[src/hw/rtl/addressed_frame_deframer_assert.svh]
// ----------------------------------------------------------------------------
// Assertion macros for the addressed frame deframer
// Clocked assertion helpers, compiled out when ASSERT_OFF is defined.
// ----------------------------------------------------------------------------
`ifndef ADDRESSED_FRAME_DEFRAMER_ASSERT_SVH
`define ADDRESSED_FRAME_DEFRAMER_ASSERT_SVH

`ifndef ASSERT_OFF
`define AFD_ASSERT(lbl, clk_s, rst_s, prop) \
	lbl: assert property (@(posedge clk_s) disable iff (!rst_s) (prop)) \
		else $error("assertion failed");
`define AFD_ASSERT_NEVER(lbl, clk_s, rst_s, cond) \
	`AFD_ASSERT(lbl, clk_s, rst_s, !(cond))
`else
`define AFD_ASSERT(lbl, clk_s, rst_s, prop)
`define AFD_ASSERT_NEVER(lbl, clk_s, rst_s, cond)
`endif

`endif

[src/hw/rtl/afd_pkg.sv]
// ----------------------------------------------------------------------------
// Addressed frame deframer package
// Frame constants, parser phase encoding and the result record.
// ----------------------------------------------------------------------------
package afd_pkg;

	localparam logic [7:0] START_BYTE = 8'h3A;
	localparam logic [7:0] TAIL_BYTE  = 8'h0D;

	typedef enum logic [2:0] {
		PH_HUNT  = 3'd0,
		PH_ADDR  = 3'd1,
		PH_CMD   = 3'd2,
		PH_LEN   = 3'd3,
		PH_DATA  = 3'd4,
		PH_SUMHI = 3'd5,
		PH_SUMLO = 3'd6,
		PH_END   = 3'd7
	} phase_t;

	typedef struct packed {
		logic [7:0] payload_byte;
		logic [7:0] payload_index;
		logic [7:0] command_code;
		logic [7:0] frame_length;
		logic       frame_end;
		logic       frame_status;
	} res_t;

endpackage

[src/hw/rtl/afd_rx_if.sv]
// ----------------------------------------------------------------------------
// Received byte channel
// Valid/ready channel carrying one serial byte per transfer.
// ----------------------------------------------------------------------------
interface afd_rx_if;
	logic       valid;
	logic       ready;
	logic [7:0] rx_byte;

	modport source (output valid, output rx_byte, input ready);
	modport sink (input valid, input rx_byte, output ready);
endinterface

[src/hw/rtl/afd_res_if.sv]
// ----------------------------------------------------------------------------
// Result channel
// Valid/ready channel carrying payload bytes and frame verdicts.
// ----------------------------------------------------------------------------
interface afd_res_if;
	logic       valid;
	logic       ready;
	logic [7:0] payload_byte;
	logic [7:0] payload_index;
	logic [7:0] command_code;
	logic [7:0] frame_length;
	logic       frame_end;
	logic       frame_status;

	modport source (output valid, output payload_byte, output payload_index,
		output command_code, output frame_length, output frame_end,
		output frame_status, input ready);
	modport sink (input valid, input payload_byte, input payload_index,
		input command_code, input frame_length, input frame_end,
		input frame_status, output ready);
endinterface

[src/hw/rtl/addressed_frame_deframer.sv]
// Each accepted byte passes through the input register, then the result register.
// Throughput: one byte per cycle unless the output stalls; the parser state update and
// 16-bit checksum add complete in the single stage between the two registers.
// Reset: arst_n clears the parser to hunting, all frame state and the station
// address to zero, and empties both registers; no clearing pass is needed.
// ----------------------------------------------------------------------------
// Addressed frame deframer
// Parses addressed serial frames, emits payload bytes and a checksum verdict.
// ----------------------------------------------------------------------------
`include "addressed_frame_deframer_assert.svh"

module addressed_frame_deframer (
	input  logic        clk,
	input  logic        arst_n,
	input  logic        cfg_we,
	input  logic [7:0]  cfg_wdata,
	afd_rx_if.sink      rx,
	afd_res_if.source   res
);

	logic [7:0]    station_q;
	logic          valid_s1;
	logic [7:0]    byte_s1;
	logic          advance;
	logic          p_valid;
	afd_pkg::res_t p_res;
	logic          res_valid_q;
	afd_pkg::res_t res_q;

	assign advance  = !res_valid_q || res.ready;
	assign rx.ready = !valid_s1 || advance;

	always_ff @(posedge clk or negedge arst_n) begin
		if (!arst_n) begin
			station_q <= 8'd0;
		end else if (cfg_we) begin
			station_q <= cfg_wdata;
		end
	end

	always_ff @(posedge clk or negedge arst_n) begin
		if (!arst_n) begin
			valid_s1 <= 1'b0;
		end else if (rx.ready) begin
			valid_s1 <= rx.valid;
		end
	end

	always_ff @(posedge clk) begin
		if (rx.ready && rx.valid) begin
			byte_s1 <= rx.rx_byte;
		end
	end

	afd_parser u_parser (
		.clk             (clk),
		.arst_n          (arst_n),
		.step            (valid_s1 && advance),
		.byte_in         (byte_s1),
		.station_address (station_q),
		.res_valid       (p_valid),
		.res             (p_res)
	);

	always_ff @(posedge clk or negedge arst_n) begin
		if (!arst_n) begin
			res_valid_q <= 1'b0;
		end else if (advance) begin
			res_valid_q <= p_valid;
		end
	end

	always_ff @(posedge clk) begin
		if (advance && p_valid) begin
			res_q <= p_res;
		end
	end

	assign res.valid         = res_valid_q;
	assign res.payload_byte  = res_q.payload_byte;
	assign res.payload_index = res_q.payload_index;
	assign res.command_code  = res_q.command_code;
	assign res.frame_length  = res_q.frame_length;
	assign res.frame_end     = res_q.frame_end;
	assign res.frame_status  = res_q.frame_status;

	`AFD_ASSERT(a_verdict_zero, clk, arst_n,
		res_valid_q && res_q.frame_end |-> res_q.payload_byte == 8'd0 && res_q.payload_index == 8'd0)
	`AFD_ASSERT_NEVER(a_data_no_status, clk, arst_n,
		res_valid_q && !res_q.frame_end && res_q.frame_status)
	`AFD_ASSERT(a_s1_hold, clk, arst_n, valid_s1 && !advance |=> valid_s1 && $stable(byte_s1))

endmodule

[src/hw/rtl/afd_parser.sv]
// ----------------------------------------------------------------------------
// Frame parser
// Per-byte phase tracking, checksum accumulation and result generation.
// ----------------------------------------------------------------------------
module afd_parser (
	input  logic           clk,
	input  logic           arst_n,
	input  logic           step,
	input  logic [7:0]     byte_in,
	input  logic [7:0]     station_address,
	output logic           res_valid,
	output afd_pkg::res_t  res
);

	afd_pkg::phase_t phase_q, phase_d;
	logic        match_q, match_d;
	logic [7:0]  cmd_q, cmd_d;
	logic [7:0]  len_q, len_d;
	logic [7:0]  seen_q, seen_d;
	logic [15:0] sum_q, sum_d;
	logic [15:0] rsum_q, rsum_d;
	logic [15:0] sum_add;
	logic [7:0]  seen_inc;

	assign sum_add  = sum_q + {8'd0, byte_in};
	assign seen_inc = seen_q + 8'd1;

	always_comb begin
		phase_d   = phase_q;
		match_d   = match_q;
		cmd_d     = cmd_q;
		len_d     = len_q;
		seen_d    = seen_q;
		sum_d     = sum_q;
		rsum_d    = rsum_q;
		res_valid = 1'b0;
		res.payload_byte  = 8'd0;
		res.payload_index = 8'd0;
		res.command_code  = cmd_q;
		res.frame_length  = len_q;
		res.frame_end     = 1'b0;
		res.frame_status  = 1'b0;
		case (phase_q)
			afd_pkg::PH_HUNT: begin
				if (byte_in == afd_pkg::START_BYTE) begin
					sum_d   = {8'd0, afd_pkg::START_BYTE} + {8'd0, afd_pkg::TAIL_BYTE};
					seen_d  = 8'd0;
					phase_d = afd_pkg::PH_ADDR;
				end
			end
			afd_pkg::PH_ADDR: begin
				match_d = (byte_in == station_address);
				sum_d   = sum_add;
				phase_d = afd_pkg::PH_CMD;
			end
			afd_pkg::PH_CMD: begin
				cmd_d   = byte_in;
				sum_d   = sum_add;
				phase_d = afd_pkg::PH_LEN;
			end
			afd_pkg::PH_LEN: begin
				len_d   = byte_in;
				sum_d   = sum_add;
				seen_d  = 8'd0;
				phase_d = (byte_in == 8'd0) ? afd_pkg::PH_SUMHI : afd_pkg::PH_DATA;
			end
			afd_pkg::PH_DATA: begin
				sum_d             = sum_add;
				res_valid         = match_q;
				res.payload_byte  = byte_in;
				res.payload_index = seen_q;
				seen_d            = seen_inc;
				if (seen_inc == len_q) begin
					phase_d = afd_pkg::PH_SUMHI;
				end
			end
			afd_pkg::PH_SUMHI: begin
				rsum_d  = {byte_in, 8'd0};
				phase_d = afd_pkg::PH_SUMLO;
			end
			afd_pkg::PH_SUMLO: begin
				rsum_d  = {rsum_q[15:8], byte_in};
				phase_d = afd_pkg::PH_END;
			end
			default: begin
				res_valid        = match_q;
				res.frame_end    = 1'b1;
				res.frame_status = (rsum_q != sum_q);
				phase_d          = afd_pkg::PH_HUNT;
			end
		endcase
		if (!step) begin
			res_valid = 1'b0;
		end
	end

	always_ff @(posedge clk or negedge arst_n) begin
		if (!arst_n) begin
			phase_q <= afd_pkg::PH_HUNT;
			match_q <= 1'b0;
			cmd_q   <= 8'd0;
			len_q   <= 8'd0;
			seen_q  <= 8'd0;
			sum_q   <= 16'd0;
			rsum_q  <= 16'd0;
		end else if (step) begin
			phase_q <= phase_d;
			match_q <= match_d;
			cmd_q   <= cmd_d;
			len_q   <= len_d;
			seen_q  <= seen_d;
			sum_q   <= sum_d;
			rsum_q  <= rsum_d;
		end
	end

endmodule

[src/flat_wrapper.sv]
// flat-port wrapper written by rule: the top's interface ports become plain ports
module addressed_frame_deframer_flat 
  (clk, arst_n, cfg_we, cfg_wdata, rx_valid, rx_rx_byte, rx_ready, res_valid, res_payload_byte, res_payload_index, res_command_code, res_frame_length, res_frame_end, res_frame_status, res_ready);
  afd_rx_if rx_i ();
  afd_res_if res_i ();
  input  logic clk;
  input  logic arst_n;
  input  logic cfg_we;
  input  logic [7:0] cfg_wdata;
  input wire logic [$bits(rx_i.valid)-1:0] rx_valid;
  input wire logic [$bits(rx_i.rx_byte)-1:0] rx_rx_byte;
  output wire logic [$bits(rx_i.ready)-1:0] rx_ready;
  output wire logic [$bits(res_i.valid)-1:0] res_valid;
  output wire logic [$bits(res_i.payload_byte)-1:0] res_payload_byte;
  output wire logic [$bits(res_i.payload_index)-1:0] res_payload_index;
  output wire logic [$bits(res_i.command_code)-1:0] res_command_code;
  output wire logic [$bits(res_i.frame_length)-1:0] res_frame_length;
  output wire logic [$bits(res_i.frame_end)-1:0] res_frame_end;
  output wire logic [$bits(res_i.frame_status)-1:0] res_frame_status;
  input wire logic [$bits(res_i.ready)-1:0] res_ready;
  assign rx_i.valid = rx_valid;
  assign rx_i.rx_byte = rx_rx_byte;
  assign rx_ready = rx_i.ready;
  assign res_valid = res_i.valid;
  assign res_payload_byte = res_i.payload_byte;
  assign res_payload_index = res_i.payload_index;
  assign res_command_code = res_i.command_code;
  assign res_frame_length = res_i.frame_length;
  assign res_frame_end = res_i.frame_end;
  assign res_frame_status = res_i.frame_status;
  assign res_i.ready = res_ready;
  addressed_frame_deframer u_core (.clk(clk), .arst_n(arst_n), .cfg_we(cfg_we), .cfg_wdata(cfg_wdata), .rx(rx_i), .res(res_i));
endmodule
[config.mk]
export PLATFORM = sky130hd
export DESIGN_NAME = addressed_frame_deframer_flat
export DESIGN_NICKNAME = d
export VERILOG_FILES = /design/src/hw/rtl/afd_pkg.sv /design/src/hw/rtl/afd_rx_if.sv /design/src/hw/rtl/afd_res_if.sv /design/src/hw/rtl/addressed_frame_deframer.sv /design/src/hw/rtl/afd_parser.sv /design/src/flat_wrapper.sv
export VERILOG_INCLUDE_DIRS = /design/src /design/src/hw/rtl
export SDC_FILE = /design/constraint.sdc
export NUM_CORES = 1
export LEC_CHECK = 0
export ABC_CLOCK_PERIOD_IN_PS = 5600
export BUFFER_PORTS_ARGS = -buffer_cell sky130_fd_sc_hd__buf_2
export CAP_MARGIN = 20
export CORE_AREA = 2 2 99 101
export CTS_CLUSTER_SIZE = 12
export DETAILED_ROUTE_END_ITERATION = 12
export DIE_AREA = 0 0 101 103
export PLACE_DENSITY_LB_ADDON = 0.25
export SLEW_MARGIN = 20
export SYNTH_ARGS = -nofsm -noshare
export SYNTH_HDL_FRONTEND = slang
export SYNTH_SLANG_ARGS = --single-unit
[constraint.sdc]
create_clock -name clk -period 5.6 [get_ports clk]
set_clock_uncertainty 0.2 [all_clocks]
set_input_delay 0.28 -clock clk [delete_from_list [all_inputs] [get_ports clk]]
set_output_delay 0.28 -clock clk [all_outputs]
set_load 0.01 [all_outputs]
==> key figures <==
Yosys
  • Synth cell count leaders: dfrtp_1 (70), nand2_1 (51), edfxtp_1 (42)
  • Ys Warns: 0
  • EDFF count, synth: 42
  • Unique masters post-synth: 54
  • Top cells by area, synth: dfrtp_1 (33%), edfxtp_1 (24%), xnor2_1 (6.7%)
  • Number of synthesized register bits: 112
  • Asr flop ratio synth: 62.5%
  • Synth top area share: 33.4%
  • Ys flop type: dfrtp_1
  • Most common cell in the synthesized netlist: dfrtp_1
  • Sequential area share after synthesis: 57.4%
  • Synthesized Nets: 483
  • Syn Inst Count: 451
  • Mapped Area: 0.00525 mm^2
  • Mean area per synthesized cell: 11.6 um^2
  • Synth area leader: dfrtp_1

Final layout
  • Share of cells above drive strength 1: 20.7%
  • Final Non-Filler Cells: 635
  • Area delta synth->final: 14.2%
  • FF/Latch Area: 0.00301 mm^2
  • # fillers: 751
  • ANT cells: 0
  • Multi-input gate area in the final layout: 0.00214 mm^2
  • Nets: 548

Clock tree
  • H-tree Lvls: 3
  • Worst-path clk slew: 0.11 ns
  • Deepest clock path buffer count: 2
  • CTS tree: done
  • Sink Count: 112
  • Clock latency on the worst-skew pair: 0.39 ns
  • Root buffer cell: clkbuf_8
  • Number of CTS-inserted buffers: 9

Global route
  • Grt ovf: 0
  • Total track usage: 22.7%
  • Global-route wire length before repair: 17900 um
  • Initial antenna violation count: 0
  • Vias in the first global route: 3498
  • Largest net degree at the start of global routing: 71

Timing
  • Slew @ Worst Pin: 0.908 ns
  • RSZ-0062 raised after global routing: no
  • Post-route setup TNS: 0 ns
  • Setup-failing EPs final: 0
  • Slew Limit Headroom: 39.0%
  • Final worst slack: 2.48 ns
  • Final min period: 3.12 ns
  • Fmax achieved: 321 MHz
  • Fin crit share: 55.7%
  • Final Hold Violating Endpoints: 0
  • Min Hold Slack: 0.00343 ns
  • Slew Viols, Final: 0

Power and ir drop
  • Peak supply drop: 224 uV
  • PD cells: 438 mW/mm^2
  • Leak Pwr: 2.50 nW

Setup path
  • Register-to-register setup slack: 2.48 ns
  • Element type at the critical path end: register
  • CP max stage cell: nor3_1
  • Top cell by count, worst path: nor3_1
  • Critical path data arrival time: 3.19 ns
  • Setup CP Type: reg2reg
  • RR Endpoint: u_core.u_parser.sum_q[8]
  • Setup crit start kind: register
  • CP Cell Sequence: nor3_1, o21a_1, or3_1, nor3_1, xnor2_1, nor2_1
  • R2r worst-path depth: 6
  • Reg-to-reg critical path startpoint: u_core.u_parser.phase_q[2]
  • Critical path's largest stage delay: 0.87 ns
  • Req. time, crit path: 5.67 ns
  • Worst-path maximum fanout: 32

Flow run
  • Max Cap Violations: 0

Routing
  • Pre-antenna DRT Iters: 5
  • Routed WL: 11000 um
  • Met2 WL post-DR: 5410 um
  • Starting DRT DRC Count: 214
  • Via Count: 3635
  • Wirelength per Cell: 17.3 um
  • DRC: 0
  • WL met3: 427 um
  • Top Layer Used: met4
  • ANT nets after route: 0
  • Post-DR vias/cell: 5.72
  • Metal-1 WL: 4840 um

Floorplanning
  • Die span in y: 103 um
  • Die W: 101 um
  • Die ar.: 0.0104 mm^2
  • Num ports: 57
  • Core footprint: 0.00946 mm^2
  • Initial Utilization: 55.5%
  • Row count: 36

Worst hold path
  • Worst Hold Path EP: u_core.valid_s1
  • HP Class: in2reg
  • Hold Crit Depth: 3
  • Hold Path Origin: res_ready

Place
  • HPWL after detailed placement: 7470 um
  • DP Cell Count: 601
  • Post-Place Setup Slack: 2.43 ns
  • GPL Wtd Cong: 0.927
  • Port bufs: 56

Outcome
  • Status: completed
-- layout by cell type, fill, tap and decap left out, drive strengths merged, types with 11 or more instances in the layout --
| cell type | synthesis | final |
|---|---|---|
| dfrtp | 70 | 70 |
| buf | 3 | 58 |
| nand2 | 52 | 52 |
| edfxtp | 42 | 42 |
| xnor2 | 40 | 40 |
| o21ai | 34 | 34 |
| nor2 | 26 | 26 |
| mux2 | 25 | 25 |
| and3 | 22 | 22 |
| dlygate4sd3 | 0 | 18 |
| nand3 | 11 | 11 |
-- logic make-up after synthesis --
| group | share of synthesized area, % |
|---|---|
| and+or+nand+nor | 15.8 |
| DFF | 57.4 |
| adders and majority gates | 2.91 |
| xor gates and xnor gates | 7.68 |
| buffers and inverters | 1.96 |
| AOI/OAI and AO/OA | 8.82 |
| muxes | 5.37 |
-- critical path: cells and delay by family (launching register included) --
family / cells / cell delay (ns)
XOR/XNOR: 1 / 0.19
AND/OR/NAND/NOR: 4 / 1.62
AO/OA/AOI/OAI: 1 / 0.30
flip-flops: 1 / 0.69
-- stage by stage --
step,instance area [um^2],power [mW],util (%)
6_report,5990,2.62,63.3
5_1_grt,5990,2.80,63.3
4_1_cts,5990,2.63,63.3
3_5_place_dp,5610,2.13,59.3
3_3_place_gp,5610,2.10,59.3
2_1_floorplan,5250,1.91,-
-- registers in the layout (all words and copies together), names as in the netlist, 8 cells and up --
name and cells:
u_core.u_parser.seen_q 8, u_core.res.frame_length 8, u_core.u_parser.len_q 8, u_core.res.payload_index 8
u_core.u_parser.rsum_q 16, u_core.res.command_code 8, u_core.u_parser.sum_q 16, u_core.u_parser.cmd_q 8
u_core.byte_s1 8, u_core.station_q 8, u_core.res.payload_byte 8
-- layer usage --
layer  vias up  global-route usage (%)
met5         -                       0
met4         0                    11.7
met3        30                    3.32
met2        86                    36.5
met1      1768                    30.3
li1       1751                       -
-- layout make-up --
class	instances	share of cell area [%]
Clock buffer	9	2.07
Timing Repair Buffer	76	7.93
Multi-Input combinational cell	312	35.7
Clock inverter	7	1.34
Inverter	5	0.313
Sequential cell	112	50.3
Tap cell	114	2.38
-- how the worst max path moves through the flow --
| stage | startpoint | endpoint | slack (ns) | cells past startpoint |
|---|---|---|---|---|
| 4_1_cts | u_core.u_parser.phase_q[0] | u_core.u_parser.sum_q[10] | 2.42 | 6 |
| 6_report | u_core.u_parser.phase_q[2] | u_core.u_parser.sum_q[8] | 2.48 | 6 |
| 3_3_place_gp | u_core.u_parser.phase_q[0] | u_core.u_parser.sum_q[10] | 2.58 | 6 |
| 5_1_grt | u_core.u_parser.phase_q[2] | u_core.u_parser.sum_q[10] | 2.27 | 6 |
| 2_1_floorplan | u_core.u_parser.phase_q[0] | u_core.res.command_code[0] | 1.25 | 5 |
| 3_5_place_dp | u_core.u_parser.phase_q[0] | u_core.u_parser.sum_q[10] | 2.43 | 6 |
-- timing repair --
item                       4_1_cts  5_1_grt
hold buffers                    18        0
setup endpoints to repair        0        0
resized for setup                0        0
buffers inserted                 0        0
hold endpoints to repair        87        0
-- power breakdown --
group	internal [mW]	total [mW]	switching [mW]	leakage, nW
combinational	0.407	0.859	0.451	1.13
clock	0.210	0.494	0.284	0.0896
sequential	1.05	1.27	0.218	1.28
total	1.67	2.62	0.953	2.50
Power figures use the tool's default switching activity.
